--- src/hw/rtl/window_sum_at_most_limit_assert.svh ---
// Assertion macros used by the window sum core.
`ifndef WINDOW_SUM_AT_MOST_LIMIT_ASSERT_SVH
`define WINDOW_SUM_AT_MOST_LIMIT_ASSERT_SVH

// Same-cycle implication, sampled on clk, off while rst_n is low.
`define WSL_ASSERT_IMPLIES(lbl, ante, cons, msg) \
  lbl: assert property (@(posedge clk) disable iff (!rst_n) (ante) |-> (cons)) \
    else $error(msg);

// Next-cycle implication, sampled on clk, off while rst_n is low.
`define WSL_ASSERT_NEXT(lbl, ante, cons, msg) \
  lbl: assert property (@(posedge clk) disable iff (!rst_n) (ante) |=> (cons)) \
    else $error(msg);

`endif

--- src/hw/rtl/wsl_pkg.sv ---
// Shared constants and types of the window sum block.
`timescale 1ns / 1ps
package wsl_pkg;

  localparam int DEPTH      = 1024;
  localparam int ADDR_W     = $clog2(DEPTH);
  localparam int CNT_W      = $clog2(DEPTH + 1);
  localparam int VALUE_W    = 16;
  localparam int LIMIT_W    = 24;
  localparam int TOTAL_W    = 25;
  localparam int LEN_W      = 11;
  localparam int COUNT_W    = 20;
  localparam int CFG_ADDR_W = 3;
  localparam int CFG_DATA_W = 32;
  localparam int CFG_IDX_W  = CFG_ADDR_W - 2;

  localparam logic [COUNT_W-1:0]   COUNT_MAX     = '1;
  localparam logic [CFG_IDX_W-1:0] REG_SUM_LIMIT = CFG_IDX_W'(0);

  typedef struct packed {
    logic               en;
    logic [ADDR_W-1:0]  addr;
    logic [VALUE_W-1:0] data;
  } store_wr_t;

endpackage

--- src/hw/rtl/wsl_core.sv ---
// Sequencer and shared add/subtract unit of the sliding window.
`timescale 1ns / 1ps
`include "window_sum_at_most_limit_assert.svh"
module wsl_core (
  input  logic                          clk,
  input  logic                          rst_n,
  input  logic                          in_valid,
  output logic                          in_stall,
  input  logic [wsl_pkg::VALUE_W-1:0]   in_value,
  input  logic                          in_first,
  output logic                          out_valid,
  input  logic                          out_stall,
  output logic [wsl_pkg::LEN_W-1:0]     out_window_length,
  output logic [wsl_pkg::LEN_W-1:0]     out_longest_length,
  output logic [wsl_pkg::COUNT_W-1:0]   out_subarray_count,
  output logic                          out_overflow,
  input  logic [wsl_pkg::LIMIT_W-1:0]   sum_limit,
  output wsl_pkg::store_wr_t            wr,
  output logic [wsl_pkg::ADDR_W-1:0]    rd_addr,
  input  logic [wsl_pkg::VALUE_W-1:0]   rd_data
);
  import wsl_pkg::*;

  localparam logic [1:0] ST_IDLE  = 2'd0;
  localparam logic [1:0] ST_CHECK = 2'd1;
  localparam logic [1:0] ST_SUB   = 2'd2;

  logic [1:0]         state_r, state_nxt;
  logic [TOTAL_W-1:0] total_r, total_nxt;
  logic [CNT_W-1:0]   front_r, front_nxt;
  logic [CNT_W-1:0]   back_r, back_nxt;
  logic [CNT_W-1:0]   best_r, best_nxt;
  logic [COUNT_W-1:0] count_r, count_nxt;
  logic               ovf_r, ovf_nxt;

  logic               out_valid_r, out_valid_nxt;
  logic [LEN_W-1:0]   out_len_r, out_len_nxt;
  logic [LEN_W-1:0]   out_best_r, out_best_nxt;
  logic [COUNT_W-1:0] out_count_r, out_count_nxt;
  logic               out_ovf_r, out_ovf_nxt;

  logic               accept;
  logic [CNT_W-1:0]   back_eff;
  logic [TOTAL_W-1:0] total_eff;
  logic               full;
  logic [TOTAL_W-1:0] alu_a, alu_b, alu_y;
  logic               alu_sub;
  logic               need_pop;
  logic               can_emit;
  logic [CNT_W-1:0]   len;
  logic [CNT_W-1:0]   best_upd;
  logic [COUNT_W:0]   count_sum;
  logic [COUNT_W-1:0] count_upd;

  assign accept    = in_valid && (state_r == ST_IDLE);
  assign in_stall  = (state_r != ST_IDLE);
  assign back_eff  = in_first ? '0 : back_r;
  assign total_eff = in_first ? '0 : total_r;
  assign full      = (back_eff >= CNT_W'(DEPTH));

  // the one add/subtract unit: append in IDLE, pop in SUB
  always_comb begin
    alu_sub = (state_r == ST_SUB);
    alu_a   = alu_sub ? total_r : total_eff;
    alu_b   = alu_sub ? TOTAL_W'(rd_data) : TOTAL_W'(in_value);
    alu_y   = alu_sub ? (alu_a - alu_b) : (alu_a + alu_b);
  end

  assign wr.en   = accept && !full;
  assign wr.addr = back_eff[ADDR_W-1:0];
  assign wr.data = in_value;
  assign rd_addr = front_r[ADDR_W-1:0];

  assign need_pop  = !ovf_r && (total_r > TOTAL_W'(sum_limit)) && (front_r < back_r);
  assign can_emit  = !out_valid_r || !out_stall;
  assign len       = back_r - front_r;
  assign best_upd  = (len > best_r) ? len : best_r;
  assign count_sum = (COUNT_W+1)'(count_r) + (COUNT_W+1)'(len);
  assign count_upd = count_sum[COUNT_W] ? COUNT_MAX : count_sum[COUNT_W-1:0];

  always_comb begin
    state_nxt     = state_r;
    total_nxt     = total_r;
    front_nxt     = front_r;
    back_nxt      = back_r;
    best_nxt      = best_r;
    count_nxt     = count_r;
    ovf_nxt       = ovf_r;
    out_valid_nxt = out_valid_r && out_stall;
    out_len_nxt   = out_len_r;
    out_best_nxt  = out_best_r;
    out_count_nxt = out_count_r;
    out_ovf_nxt   = out_ovf_r;
    unique case (state_r)
      ST_IDLE: begin
        if (accept) begin
          ovf_nxt   = full;
          state_nxt = ST_CHECK;
          if (in_first) begin
            front_nxt = '0;
            best_nxt  = '0;
            count_nxt = '0;
          end
          if (!full) begin
            back_nxt  = back_eff + CNT_W'(1);
            total_nxt = alu_y;
          end
        end
      end
      ST_CHECK: begin
        if (need_pop) begin
          state_nxt = ST_SUB;
        end else if (can_emit) begin
          out_valid_nxt = 1'b1;
          out_len_nxt   = LEN_W'(len);
          out_ovf_nxt   = ovf_r;
          if (ovf_r) begin
            out_best_nxt  = LEN_W'(best_r);
            out_count_nxt = count_r;
          end else begin
            best_nxt      = best_upd;
            count_nxt     = count_upd;
            out_best_nxt  = LEN_W'(best_upd);
            out_count_nxt = count_upd;
          end
          state_nxt = ST_IDLE;
        end
      end
      ST_SUB: begin
        total_nxt = alu_y;
        front_nxt = front_r + CNT_W'(1);
        state_nxt = ST_CHECK;
      end
      default: begin
        state_nxt = ST_IDLE;
      end
    endcase
  end

  always_ff @(posedge clk) begin
    if (!rst_n) begin
      state_r     <= ST_IDLE;
      total_r     <= '0;
      front_r     <= '0;
      back_r      <= '0;
      best_r      <= '0;
      count_r     <= '0;
      ovf_r       <= 1'b0;
      out_valid_r <= 1'b0;
    end else begin
      state_r     <= state_nxt;
      total_r     <= total_nxt;
      front_r     <= front_nxt;
      back_r      <= back_nxt;
      best_r      <= best_nxt;
      count_r     <= count_nxt;
      ovf_r       <= ovf_nxt;
      out_valid_r <= out_valid_nxt;
    end
  end

  always_ff @(posedge clk) begin
    out_len_r   <= out_len_nxt;
    out_best_r  <= out_best_nxt;
    out_count_r <= out_count_nxt;
    out_ovf_r   <= out_ovf_nxt;
  end

  assign out_valid          = out_valid_r;
  assign out_window_length  = out_len_r;
  assign out_longest_length = out_best_r;
  assign out_subarray_count = out_count_r;
  assign out_overflow       = out_ovf_r;

  `WSL_ASSERT_IMPLIES(a_front_le_back, 1'b1, (front_r <= back_r) && (back_r <= CNT_W'(DEPTH)), "window front passed back or back passed depth")
  `WSL_ASSERT_IMPLIES(a_emit_within_limit, (state_r == ST_CHECK) && !need_pop && can_emit && !ovf_r, (total_r <= TOTAL_W'(sum_limit)) || (front_r == back_r), "result emitted with window sum above limit")
  `WSL_ASSERT_NEXT(a_count_monotonic, accept && !in_first, count_r >= $past(count_r), "subarray count dropped without a new array")

endmodule

--- config.mk ---
export PLATFORM = sky130hd
export DESIGN_NAME = wsl_core
export DESIGN_NICKNAME = d
export VERILOG_FILES = /design/src/hw/rtl/wsl_pkg.sv /design/src/hw/rtl/wsl_core.sv
export VERILOG_INCLUDE_DIRS = /design/src /design/src/hw/rtl
export SDC_FILE = /design/constraint.sdc
export NUM_CORES = 1
export LEC_CHECK = 0
export ABC_CLOCK_PERIOD_IN_PS = 14600
export BUFFER_PORTS_ARGS = -buffer_cell sky130_fd_sc_hd__buf_2
export CAP_MARGIN = 20
export CORE_AREA = 2 2 130 132
export CTS_BUF_LIST = sky130_fd_sc_hd__clkbuf_16
export CTS_CLUSTER_DIAMETER = 40
export DETAILED_ROUTE_END_ITERATION = 10
export DIE_AREA = 0 0 132 134
export HOLD_SLACK_MARGIN = 0.12
export PLACE_DENSITY = 0.87
export SLEW_MARGIN = 25
export SYNTH_ARGS = -nofsm -noshare
export SYNTH_HDL_FRONTEND = slang
export SYNTH_SLANG_ARGS = --single-unit
--- constraint.sdc ---
create_clock -name clk -period 14.6 [get_ports clk]
set_input_delay 1.46 -clock clk [delete_from_list [all_inputs] [get_ports clk]]
set_output_delay 1.46 -clock clk [all_outputs]
set_load 0.05 [all_outputs]
==> reports/metrics.cfg <==
[run_status]
status = completed

[cells_and_area]
regArea_um2 = 2930
n_fill_cell = 1391
drive_gt1_frac = 0.179
nNetsFinal = 1275
syn_to_final_growth_pct = 14.3
multi_input_area_um2 = 5230

[cts]
cts-root-buf = clkbuf_16
cts_sinks = 125
cts_tree = done
hold_buffers = 0
cts-resized-gates = 0
path_clk_slew_ns = 0.06
insertion_delay_ns = 0.42
postCtsSetupBuffers = 0
cts_buffers = 17
cts.htree.levels = 4
cts_buffer_depth = 2

[pwr]
power.internal_mw = 0.661
power.density_nw_per_um2 = 93.7
power_frac_seq = 0.405
clock_power_share = 0.428
combPwrFrac = 0.166
power_leakage_nw = 4.55
p_sw_frac = 0.296
switchingPower_mw = 0.278
vdd_ir_drop_max_mv = 0.0906

[routing]
drc = 0
antenna_left = 0
routedWlPerCell_um = 15.4
num_vias = 7790
drt-pass1-iter-count = 5
routed_wl_um = 20900
viasPerCell = 5.73
drtIter0Drc = 618

[grt]
met2_usage = 0.394
grt_usage = 0.237
met1_usage = 0.303
use_met3 = 0.0393
grt_pass1_vias = 7120
grt_pass1_wl_um = 34100
grt.overflow.total = 0
busiest_layer = met2
grt_max_degree = 64
antenna_found_initial = 0

[sta]
slew-limit-headroom = 0.324
fin_worst_skew_ns = 0.0121
drv_slew = 0
hold_viol = 0
finalCriticalPeriod_ns = 5.49
worstMarginPinSlew_ns = 1.01
finalSetupViolCount = 0
setup_tns_ns = 0
holdWs_ns = 0.475
rsz0062_at_grt = no
min_period_over_period = 0.376
setup_slack_ns = 9.11
fmax_mhz = 182

[floorplan]
placementRows = 47
dieWidth_um = 132
core_region_area_um2 = 16300
initial_core_util = 0.538
die_height_um = 134
num_io_pins = 143
dieArea_um2 = 17700

[synth]
synth_seq_cells = 125
syn_inst = 1023
synth-main-ff-cell = dfxtp_1
netlist_area_um2 = 8770
synth_seq_area_share = 0.335
syn-mean-instance-area_um2 = 8.57
synth_top_family_by_area = compound AO/OA/AOI/OAI gates
synth-simple-area-share = 0.193
synthAdderAreaFrac = 0.128
ys_types = 67
synthXorXnorAreaFrac = 0.0560
synth-edff-count = 43
yosys_warnings = 0
synthArstFlopShare = 0
synth.area.mux_share = 0.0176
synth-compound-area-share = 0.200
syn_nets = 1172

[worst_setup_path]
reg2reg_depth = 19
crit_path_end_kind = flip-flop
start_kind = input port
crit_chain = buf_2 -> or4b_4 -> o31ai_2 -> nand2b_1 -> a2111oi_2 -> nand2b_1 -> nor4_2 -> xnor2_1 -> mux2i_1 -> ha_1 -> and4_1 -> nand2_1 -> or2_2 -> o21ba_2 -> o31ai_1 -> a21oi_1 -> a2111oi_0 -> or4b_2 -> a21oi_1
critPathRequiredTime_ns = 14.95
crit_buf_inv = 1
max_stage_delay_ns = 0.61
path_depth = 19
critical_path_class = input port to flip-flop
worst-path-max-fanout = 7
crit_path_top_delay_cell = or4b_2
cp.arrival_ns = 5.84
cp_top_family = simple AND/OR/NAND/NOR gates

[place]
place_ws_ns = 8.69
placement.io_buffers = 142
gp_congestion = 0.924
dp_hpwl_um = 15600

[worst_hold_path]
min_path_type = flip-flop to flip-flop
worstHoldPathCells = 2

[job]
max_cap_violations = 0

[worst paths after layout]
| kind | start | end | slack, ns |
|---|---|---|---|
| max reg2reg | state_r[1] | total_r[22] | 9.15 |
| max | rd_data[5] | total_r[22] | 9.11 |
| min reg2reg | total_r[1] | total_r[1] | 0.47 |
| min | total_r[1] | total_r[1] | 0.47 |
[metrics by stage]
| stage | total power, mW | instances | cell area [um2] | util |
|---|---|---|---|---|
| 2_1_floorplan | 0.504 | 1023 | 8770 | - |
| 3_3_place_gp | 0.538 | 1327 | 9440 | 0.580 |
| 3_5_place_dp | 0.542 | 1327 | 9450 | 0.580 |
| 4_1_cts | 0.943 | 1359 | 10000 | 0.615 |
| 5_1_grt | 0.973 | 1359 | 10000 | 0.615 |
| 6_report | 0.939 | 1360 | 10000 | 0.615 |
[routing by layer]
metal | vias to the layer above | wire, um
met5 | - | 0
met4 | 0 | 569
met3 | 42 | 1300
met2 | 299 | 9890
met1 | 3596 | 9190
li1 | 3853 | -
[flip-flops by register name, indices dropped and copies added (netlist names), 2 cells and up]
signal and cells:
out_subarray_count 20, out_longest_length 11, count_r 20, total_r 25, front_r 11, back_r 11, best_r 11, out_window_length 11
state_r 2
[kinds of logic (layout without fill, tap and decap cells)]
logic type      count (synthesis)  count (layout)
simple gates                  344             344
compound gates                263             263
xor+xnor                       56              56
flops                         125             125
buf+inv                       133             249
other cells                     0               1
mux                            14              14
fa+ha+maj                      88              88
[placed cells by master, fill, tap and decap left out, drive strengths merged, types with 15 or more instances in the layout]
cell type	count
a21o	21
a21oi	82
a22o	15
and2	29
buf	147
clkbuf	17
dfxtp	82
edfxtp	43
ha	85
inv	75
nand2	86
nand3	19
nand4	17
nor2	89
nor2b	23
nor3	28
o21ai	46
xnor2	37
xor2	19
[worst register-to-register path: cells and delay by family (launching register included)]
family	cells	cell delay (ns)
AO/OA/AOI/OAI	7	1.31
XOR/XNOR	1	0.15
adder cells (fa/ha/maj)	1	0.39
flip-flops	1	0.49
multiplexers	2	0.44
AND/OR/NAND/NOR	8	2.61
[cell usage after synthesis, types with 3 or more instances]
cell	number	area share
nand2b_1	12	0.0086
mux2i_1	3	0.0034
o211ai_1	8	0.0069
a21o_1	21	0.018
a211o_1	3	0.0030
nand4_1	17	0.012
a21oi_1	82	0.047
dfxtp_1	82	0.19
inv_1	70	0.030
and2_1	29	0.021
a31oi_1	7	0.0050
o31ai_1	4	0.0034
nand3_1	19	0.011
nor2_1	89	0.038
or4_1	4	0.0034
o211a_1	4	0.0046
xor2_1	19	0.019
o21bai_1	6	0.0051
nor3_1	27	0.015
clkbuf_1	32	0.014
ha_1	85	0.12
xnor2_1	37	0.037
o21a_1	12	0.010
a22o_1	15	0.015
or2_2	3	0.0021
fa_1	3	0.0069
o41ai_1	9	0.0090
mux2_2	11	0.014
o21ai_0	45	0.026
edfxtp_1	43	0.15
nand2_1	86	0.037
nor4_1	5	0.0036
a211oi_1	11	0.0094
nor2b_1	23	0.016
o221ai_1	3	0.0030
a22oi_1	12	0.010
and3_1	12	0.0086
or3_1	9	0.0064
buf_4	26	0.022
[power by group through the flow]
stage / combinational, mW / sequential (mW) / clock (mW)
2_1_floorplan: 0.0984 / 0.406 / 0
5_1_grt: 0.171 / 0.382 / 0.421
3_3_place_gp: 0.150 / 0.388 / 0
6_report: 0.156 / 0.381 / 0.402
4_1_cts: 0.155 / 0.381 / 0.407
3_5_place_dp: 0.154 / 0.388 / 0
[area by class of cell]
class                           count  share of cell area
Antenna cell                        1            0.000250
Clock buffer                       17              0.0425
Tap cell                          220              0.0275
Timing Repair Buffer              147              0.0747
Inverter                           70              0.0262
Multi-Input combinational cell    765               0.522
Sequential cell                   125               0.293
Clock inverter                     15              0.0137
No activity file was read; power rests on OpenSTA's default activity.
