`config.mk`:
```
export PLATFORM = sky130hd
export DESIGN_NAME = wsl_cfg
export DESIGN_NICKNAME = d
export VERILOG_FILES = /design/src/hw/rtl/window_sum_at_most_limit_assert.svh /design/src/hw/rtl/wsl_pkg.sv /design/src/hw/rtl/wsl_cfg.sv
export SDC_FILE = /design/constraint.sdc
export NUM_CORES = 1
export LEC_CHECK = 0
export ABC_AREA = 1
export BUFFER_PORTS_ARGS = -buffer_cell sky130_fd_sc_hd__buf_2
export CAP_MARGIN = 20
export CORE_ASPECT_RATIO = 0.75
export CORE_MARGIN = 10
export CORE_UTILIZATION = 41
export CTS_CLUSTER_SIZE = 28
export DETAILED_ROUTE_END_ITERATION = 7
export GPL_TIMING_DRIVEN = 0
export PLACE_DENSITY = 0.78
export SLEW_MARGIN = 20
export SYNTH_ARGS = -nofsm -noshare
export SYNTH_HDL_FRONTEND = slang
export SYNTH_SLANG_ARGS = --single-unit
```
`constraint.sdc`:
```
create_clock -name clk -period 1.05 [get_ports clk]
set_clock_uncertainty 0.15 [all_clocks]
set_input_delay 0.105 -clock clk [delete_from_list [all_inputs] [get_ports clk]]
set_output_delay 0.105 -clock clk [all_outputs]
set_load 0.05 [all_outputs]
```
`src/hw/rtl/window_sum_at_most_limit_assert.svh`:
```
// Assertion macros used by the window sum core.
`ifndef WINDOW_SUM_AT_MOST_LIMIT_ASSERT_SVH
`define WINDOW_SUM_AT_MOST_LIMIT_ASSERT_SVH

// Same-cycle implication, sampled on clk, off while rst_n is low.
`define WSL_ASSERT_IMPLIES(lbl, ante, cons, msg) \
  lbl: assert property (@(posedge clk) disable iff (!rst_n) (ante) |-> (cons)) \
    else $error(msg);

// Next-cycle implication, sampled on clk, off while rst_n is low.
`define WSL_ASSERT_NEXT(lbl, ante, cons, msg) \
  lbl: assert property (@(posedge clk) disable iff (!rst_n) (ante) |=> (cons)) \
    else $error(msg);

`endif

```
`src/hw/rtl/wsl_pkg.sv`:
```
// Shared constants and types of the window sum block.
`timescale 1ns / 1ps
package wsl_pkg;

  localparam int DEPTH      = 1024;
  localparam int ADDR_W     = $clog2(DEPTH);
  localparam int CNT_W      = $clog2(DEPTH + 1);
  localparam int VALUE_W    = 16;
  localparam int LIMIT_W    = 24;
  localparam int TOTAL_W    = 25;
  localparam int LEN_W      = 11;
  localparam int COUNT_W    = 20;
  localparam int CFG_ADDR_W = 3;
  localparam int CFG_DATA_W = 32;
  localparam int CFG_IDX_W  = CFG_ADDR_W - 2;

  localparam logic [COUNT_W-1:0]   COUNT_MAX     = '1;
  localparam logic [CFG_IDX_W-1:0] REG_SUM_LIMIT = CFG_IDX_W'(0);

  typedef struct packed {
    logic               en;
    logic [ADDR_W-1:0]  addr;
    logic [VALUE_W-1:0] data;
  } store_wr_t;

endpackage

```
`src/hw/rtl/wsl_cfg.sv`:
```
// Configuration register file: holds the window sum limit.
`timescale 1ns / 1ps
module wsl_cfg (
  input  logic                               clk,
  input  logic                               rst_n,
  input  logic                               psel,
  input  logic                               penable,
  input  logic                               pwrite,
  input  logic [wsl_pkg::CFG_ADDR_W-1:0]     paddr,
  input  logic [wsl_pkg::CFG_DATA_W-1:0]     pwdata,
  output logic [wsl_pkg::CFG_DATA_W-1:0]     prdata,
  output logic                               pready,
  output logic [wsl_pkg::LIMIT_W-1:0]        sum_limit
);
  import wsl_pkg::*;

  logic [LIMIT_W-1:0]   limit_r;
  logic [CFG_IDX_W-1:0] reg_idx;
  logic                 wr_hit;

  assign reg_idx = paddr[CFG_ADDR_W-1:2];
  assign wr_hit  = psel && penable && pwrite && (reg_idx == REG_SUM_LIMIT);

  always_ff @(posedge clk) begin
    if (!rst_n) begin
      limit_r <= '0;
    end else if (wr_hit) begin
      limit_r <= pwdata[LIMIT_W-1:0];
    end
  end

  always_comb begin
    prdata = '0;
    if (reg_idx == REG_SUM_LIMIT) begin
      prdata = CFG_DATA_W'(limit_r);
    end
  end

  assign pready    = 1'b1;
  assign sum_limit = limit_r;

endmodule

```
==> Implementation_results.wiki, run 1 <==
{| class="wikitable"
! Metric !! Value
|-
| Fraction of power consumed by sequential logic || 35.4%
|-
| Logic gate share of total power || 33.5%
|-
| CTS Sinks || 24
|-
| Simple logic cell fraction of the synthesized area || 41.3%
|-
| Violation count after the first detailed-routing iteration || 77
|-
| RR Endpoint || sum_limit[22]
|-
| Internal Dissipation || 1770 uW
|-
| Synth Instances || 221
|-
| Largest fanout on the critical path || 3
|-
| Launching element type of the critical path || register
|-
| H-tree Lvls || 1
|-
| # Max-Cap Violations || 0
|-
| Via Count || 1809
|-
| Worst path setup slack after routing || -173 ps
|-
| Number of global-route vias before repair || 1640
|-
| Post-synthesis compound-gate area fraction || 0%
|-
| Period utilization || 116%
|-
| Arrival time at the worst endpoint || 970 ps
|-
| CTS tree || built
|-
| Number of top-level pins || 97
|-
| Unrepaired setup endpoints after global routing || true
|-
| Routability cong. || 0.751
|-
| Cts bufs inserted || 3
|-
| M3 GR Usage || 5.03%
|-
| Total number of yosys warnings || 0
|-
| Area share of the largest cell type after synthesis || 34.2%
|-
| Share of cells above drive strength 1 || 63.0%
|-
| Post-layout min period || 1220 ps
|-
| Share of synthesized cell area in full adder, half adder and majority cells || 0%
|-
| IR Drop Worst-Case VDD || 0.000803 V
|-
| Post-synthesis instance area || 0.00140 mm^2
|-
| Setup-violating endpoint count in the final report || 42
|-
| Initial antenna violation count || 1
|-
| GRT Util Overall || 15.8%
|-
| Hold Startpoint || pwdata[15]
|-
| Worst reg-to-reg path cell count || 3
|-
| Count of distinct cell types in the synthesized netlist || 18
|-
| Syn-to-layout area delta || 114%
|-
| Endpoint type of the worst setup path || primary output
|-
| GR met2 Demand/Resource || 30.5%
|-
| Sw Pwr || 897 uW
|-
| Horizontal extent of the die || 87.6 um
|-
| Wire length of the first global-routing pass || 7940 um
|-
| Clk slew on worst S/H paths || 90 ps
|-
| Cells taking the most area after synthesis || sky130_fd_sc_hd__dfxtp_1 (34%), sky130_fd_sc_hd__nor2_1 (14%), sky130_fd_sc_hd__inv_1 (13%)
|-
| Final hold viol count || 0
|-
| Busiest layer in global routing || met2
|-
| Floorplan die height || 70.7 um
|-
| Flip-flop and latch count after synthesis || 24
|-
| Root buf cell || sky130_fd_sc_hd__clkbuf_8
|-
| Minimum setup slack among reg-to-reg paths || 90 ps
|-
| Number of nets in the layout || 382
|-
| Global Route met1 Usage || 15.5%
|-
| Combinational family with the most area after synthesis || simple AND/OR/NAND/NOR gates
|-
| Residual DRC || 0
|-
| Min-Delay Path Depth || 5
|-
| Pin count of the biggest net entering global routing || 15
|-
| Standard-cell row count || 18
|-
| Total die area || 0.00619 mm^2
|-
| Vias per Instance || 4.74
|-
| Number of iterations in the first detailed-routing pass || 4
|-
| Post-DR wirelength/cell || 16.3 um
|-
| Violated checks || setup timing
|-
| Post-route total power || 2670 uW
|-
| P_leak || 0.00142 uW
|-
| Residual overflow from global routing || 0
|-
| Skew-Pair Late Insertion Delay || 270 ps
|-
| Max frequency || 818 MHz
|-
| Syn avg cell area || 6.35 um^2
|-
| Sequential fraction of the synthesis area || 34.2%
|-
| Number of fill cells in the layout || 124
|-
| Cell type with the largest total area after synthesis || sky130_fd_sc_hd__dfxtp_1
|-
| Required time worst endpoint || 790 ps
|-
| Switching portion of total power || 33.6%
|-
| Fraction of synthesized area in multiplexers || 0%
|-
| Post-synthesis share of cell area spent on xor and xnor gates || 0%
|-
| Capture endpoint of the worst hold path || sum_limit[15]
|-
| Routed wire length || 6220 um
|-
| Total power divided by cell area || 889 mW/mm^2
|-
| Slew Limit Fails || 0
|-
| Path type of the worst min-delay path || in2reg
|-
| Sum Neg Setup Slack || -4310 ps
|-
| Number of port buffers || 76
|-
| Number of buffers on the longest clock path || 2
|-
| Flip-flop count of the largest register, all copies and words added || 24
|-
| Starting Density || 42.7%
|-
| Total core area || 0.00329 mm^2
|-
| Crit Reg-Reg Startpoint || sum_limit[22]
|-
| Result of the run || finished, violations left
|-
| Detail Route Antenna Nets || 0
|-
| Category of the critical setup timing path || reg2out
|-
| Fraction of power consumed by the clock network || 31.0%
|-
| Post-DP HPWL || 3360 um
|}
==> metrics by stage <==
stage | setup slack [ps] | cells | area (um^2) | hold WS (ps) | util [%]
2_1_floorplan | 18.6 | 228 | 1720 | 66.0 | -
3_3_place_gp | -39.7 | 344 | 2150 | 231 | 65.4
3_5_place_dp | -74.7 | 344 | 2150 | 233 | 65.4
4_1_cts | -128 | 371 | 2770 | 1.00 | 84.2
5_1_grt | -206 | 382 | 3000 | 19.8 | 91.3
6_report | -173 | 382 | 3000 | 9.57 | 91.3
==> layout make-up <==
type                    count  area, um^2  area share [%]
multi-input cells         133         793            26.4
plain buffers              20         165            5.50
clock inverters             1        30.0            1.00
inverters                  51         194            6.46
diodes                      1        2.50          0.0834
well taps                  40        50.0            1.67
flip-flops and latches     24         571            19.0
clock buffers               3        41.3            1.38
repair buffers            109        1150            38.5
==> cell families after synthesis <==
kind of cell,Yosys count
buffers and inverters,71
AND/OR/NAND/NOR,124
flip-flops,24
other,2
==> worst max path at each step <==
stage | slack [ps] | endpoint | startpoint | cells past startpoint
2_1_floorplan | 20 | prdata[0] | sum_limit[0] | 2
3_3_place_gp | -40 | sum_limit[2] | pwrite | 7
3_5_place_dp | -70 | sum_limit[0] | pwrite | 7
4_1_cts | -130 | prdata[0] | sum_limit[0] | 3
5_1_grt | -210 | prdata[4] | sum_limit[4] | 3
6_report | -170 | prdata[7] | sum_limit[7] | 3
==> cell usage after synthesis <==
master and number:
sky130_fd_sc_hd__nor2_1 52, sky130_fd_sc_hd__inv_1 49, sky130_fd_sc_hd__dfxtp_1 24, sky130_fd_sc_hd__nand2_1 24, sky130_fd_sc_hd__nand3_1 24, sky130_fd_sc_hd__nor2_2 20, sky130_fd_sc_hd__buf_4 11, sky130_fd_sc_hd__clkbuf_1 3
sky130_fd_sc_hd__buf_2 2, sky130_fd_sc_hd__buf_6 2, sky130_fd_sc_hd__conb_1 2, sky130_fd_sc_hd__inv_2 2, sky130_fd_sc_hd__buf_1 1, sky130_fd_sc_hd__buf_8 1, sky130_fd_sc_hd__nand2_2 1, sky130_fd_sc_hd__nand2_4 1
sky130_fd_sc_hd__nor2_4 1, sky130_fd_sc_hd__nor2_8 1
==> critical path: stages, from the launching register on <==
cell and delay (ps):
sky130_fd_sc_hd__dfxtp_4 390, sky130_fd_sc_hd__inv_2 50, sky130_fd_sc_hd__nor2_4 110, sky130_fd_sc_hd__buf_8 150
==> per-layer routing <==
metal	up-vias	share of wire, %
met3	27	7.3
met1	836	35
met5	-	0
met4	0	4.0
met2	88	53
li1	858	-
==> power groups by stage <==
stage	registers, uW	logic, uW	clock network [uW]
6_report	946	894	829
5_1_grt	950	945	886
4_1_cts	937	802	829
3_5_place_dp	954	675	0
3_3_place_gp	953	667	0
2_1_floorplan	1070	419	0
==> cell usage in the layout (no fill, tap or decap), types with 21 or more instances in the layout <==
cell,n
sky130_fd_sc_hd__nor2_4,25
sky130_fd_sc_hd__nor2_1,28
sky130_fd_sc_hd__buf_4,21
sky130_fd_sc_hd__nand2_1,24
sky130_fd_sc_hd__dfxtp_4,24
sky130_fd_sc_hd__buf_2,30
sky130_fd_sc_hd__buf_8,43
sky130_fd_sc_hd__inv_1,25
sky130_fd_sc_hd__inv_2,25
sky130_fd_sc_hd__nand3_1,24
==> repair_timing <==
item                                    CTS  global route
endpoints found under the hold margin    13             0
pin swaps                                22             5
hold buffers                             14             0
resized for setup                       105            46
endpoints found under the setup margin   48            48
setup buffers                             9            10
Power figures use the tool's default switching activity.
==> run 2, diff against run 1 <==
- BUFFER_PORTS_ARGS: -buffer_cell sky130_fd_sc_hd__buf_2 -> unset
- CORE_UTILIZATION: 41 -> 45
- DONT_BUFFER_PORTS: unset -> 1
- PLACE_DENSITY: 0.78 -> 0.58
==> run 2 against run 1 <==
Net effect: the run ends with hold timing, setup timing left; worst setup slack worse by 120 ps; fmax is 8.6% lower; via count is 25% lower; register-to-register slack better by 100 ps; non-clock buffer count is 84 lower; cell area is 30% lower; critical path depth is 1 lower; final cell count is 23% lower; worst hold slack worse by 47 ps; critical endpoint is now prdata[3]; highest routed layer unchanged.
==> Implementation_results.wiki, run 2 (synthesized netlist as in run 1, its figures left out) <==
{| class="wikitable"
! Metric !! Value
|-
| Post-DR wirelength/cell || 14.5 um (-11%)
|-
| Fraction of power consumed by the clock network || 24.6% (-6.4 points)
|-
| IR Drop Worst-Case VDD || 0.000634 V (-21%)
|-
| Busiest layer in global routing || met2
|-
| Floorplan die height || 68.4 um (-3.3%)
|-
| Number of nets in the layout || 298 (-22%)
|-
| # Max-Cap Violations || 0 (unchanged)
|-
| Cts bufs inserted || 3 (unchanged)
|-
| Number of port buffers || 0 (-100%)
|-
| M3 GR Usage || 8.30% (+3.3 points)
|-
| Pin count of the biggest net entering global routing || 13 (-2)
|-
| Hold Startpoint || psel
|-
| Routability cong. || 0.770 (+2.6%)
|-
| Period utilization || 127% (+11 points)
|-
| Category of the critical setup timing path || reg2out
|-
| P_leak || 0.000906 uW (-36%)
|-
| Residual DRC || 0 (unchanged)
|-
| H-tree Lvls || 1 (unchanged)
|-
| Crit Reg-Reg Startpoint || sum_limit[10]
|-
| Internal Dissipation || 1350 uW (-24%)
|-
| Required time worst endpoint || 790 ps (about the same)
|-
| Final hold viol count || 4 (+4)
|-
| RR Endpoint || sum_limit[10]
|-
| Max frequency || 748 MHz (-8.6%)
|-
| Initial antenna violation count || 0 (-1)
|-
| Post-layout min period || 1340 ps (+115 ps)
|-
| Minimum setup slack among reg-to-reg paths || 190 ps (+100 ps)
|-
| Starting Density || 47.5% (+4.8 points)
|-
| Wire length of the first global-routing pass || 6530 um (-18%)
|-
| Switching portion of total power || 36.4% (+2.8 points)
|-
| Violation count after the first detailed-routing iteration || 52 (-32%)
|-
| Largest fanout on the critical path || 3 (unchanged)
|-
| Path type of the worst min-delay path || in2reg
|-
| Skew-Pair Late Insertion Delay || 260 ps (about the same)
|-
| Post-DP HPWL || 3110 um (-7.3%)
|-
| Root buf cell || sky130_fd_sc_hd__clkbuf_8
|-
| Endpoint of the worst setup timing path || prdata[3]
|-
| Global Route met1 Usage || 14.5% (-1.0 points)
|-
| CTS tree || built
|-
| Setup-violating endpoint count in the final report || 24 (-43%)
|-
| Number of global-route vias before repair || 1315 (-20%)
|-
| Number of buffers on the longest clock path || 2 (unchanged)
|-
| Share of cells above drive strength 1 || 46.5% (-17 points)
|-
| Total die area || 0.00578 mm^2 (-6.7%)
|-
| GR met2 Demand/Resource || 23.3% (-7.2 points)
|-
| Min Hold Slack || -37.5 ps (-47.0 ps)
|-
| Vias per Instance || 4.63 (-2.2%)
|-
| Fraction of power consumed by sequential logic || 50.0% (+15 points)
|-
| Residual overflow from global routing || 0 (unchanged)
|-
| Total power divided by cell area || 1010 mW/mm^2 (+14%)
|-
| Instance area after placement || 0.00177 mm^2 (-18%)
|-
| Worst reg-to-reg path cell count || 2 (-1)
|-
| Standard-cell row count || 17 (-1)
|-
| Number of top-level pins || 97 (unchanged)
|-
| Slew Limit Fails || 0 (unchanged)
|-
| Buffer count from post-CTS setup fixing || 0 (-9)
|-
| Number of fill cells in the layout || 229 (+85%)
|-
| Final Cell Area || 0.00210 mm^2 (-30%)
|-
| Sw Pwr || 773 uW (-14%)
|-
| Result of the run || finished, violations left
|-
| Worst path setup slack after routing || -288 ps (-115 ps)
|-
| Sum Neg Setup Slack || -6150 ps (-1850 ps)
|-
| Most used cells in the layout excluding fill and tap cells || sky130_fd_sc_hd__nor2_1 (28), sky130_fd_sc_hd__nor2_4 (25), sky130_fd_sc_hd__inv_1 (25), sky130_fd_sc_hd__dlygate4sd3_1 (25)
|-
| Total core area || 0.00296 mm^2 (-10%)
|-
| Arrival time at the worst endpoint || 1080 ps (+110 ps)
|-
| Flip-flop count of the largest register, all copies and words added || 24 (unchanged)
|-
| Worst setup path startpoint || sum_limit[3]
|-
| CTS Hold Bufs || 25 (+11)
|-
| GRT Util Overall || 13.6% (-2.2 points)
|-
| Logic gate share of total power || 25.5% (-8.0 points)
|-
| Routed wire length || 4260 um (-32%)
|-
| Detail Route Antenna Nets || 0 (unchanged)
|-
| Clk slew on worst S/H paths || 80 ps (about the same)
|-
| Syn-to-layout area delta || 49.4%
|-
| Commonest non-fill, non-tap cell in the layout || sky130_fd_sc_hd__nor2_1
|-
| Ant diodes || 0 (-1)
|-
| Core Util, Final || 70.9% (-20 points)
|-
| Violated checks || hold timing, setup timing
|-
| Via Count || 1362 (-25%)
|-
| Unrepaired setup endpoints after global routing || true
|-
| Endpoint type of the worst setup path || primary output
|-
| Launching element type of the critical path || register
|-
| Number of iterations in the first detailed-routing pass || 4 (unchanged)
|-
| Horizontal extent of the die || 84.5 um (-3.5%)
|-
| CTS Sinks || 24 (unchanged)
|}
==> run 2: changes by cell type in the layout (fill, tap and decap cells not counted), sizes merged <==
cell         previous run  this run
buf                   112        17
bufinv                  1         0
diode                   1         0
dlygate4sd3            14        25
==> run 2: final cells by class <==
cell class | count | area [um^2] | share of cell area [%]
multi-input combinational | 133 | 793 | 37.8
inverter | 51 | 229 | 10.9
clock buffer | 3 | 41.3 | 1.97
buffer | 20 | 165 | 7.88
timing repair buffer | 25 | 250 | 11.9
sequential | 24 | 571 | 27.2
tap | 38 | 47.5 | 2.27
==> run 2: repair_timing <==
item,4_1_cts,5_1_grt
pin swaps,24,0
endpoints found under the setup margin,24,24
gates resized for setup,0,15
endpoints found under the hold margin,24,4
==> run 2: power by group through the flow <==
stage               clock network, uW  logic [uW]  registers, uW
detailed placement                  0         460           1080
finish                            522         541           1060
floorplan                           0         419           1070
global placement                    0         452           1080
CTS                               553         533           1060
global route                      595         584           1070
==> run 2: worst max-delay path, stage by stage, from the launching register on <==
cell and delay (ps):
sky130_fd_sc_hd__dfxtp_4 480, sky130_fd_sc_hd__inv_4 60, sky130_fd_sc_hd__nor2_4 290
==> run 2: how the worst min path moves through the flow <==
stage                               end  cells past startpoint
final                     sum_limit[18]                      4
after detailed placement  sum_limit[20]                      2
after floorplan           sum_limit[18]                      2
after global routing      sum_limit[20]                      4
after global placement    sum_limit[19]                      2
after CTS                 sum_limit[18]                      4
==> run 2: through the flow <==
| stage | instances | worst slack (ps) | total power [uW] |
|---|---|---|---|
| floorplan | 228 | 18.6 | 1490 |
| global route | 294 | -337 | 2250 |
| detailed placement | 266 | -28.7 | 1540 |
| global placement | 266 | -10.6 | 1530 |
| finish | 294 | -288 | 2120 |
| CTS | 294 | -282 | 2140 |
==> run 2: layer usage <==
metal | wire length, um | vias to the layer above | share of wire (%)
met3 | 508 | 10 | 12
li1 | - | 684 | -
met2 | 2120 | 61 | 50
met1 | 1570 | 607 | 37
met5 | 0 | - | 0
met4 | 54 | 0 | 1.3
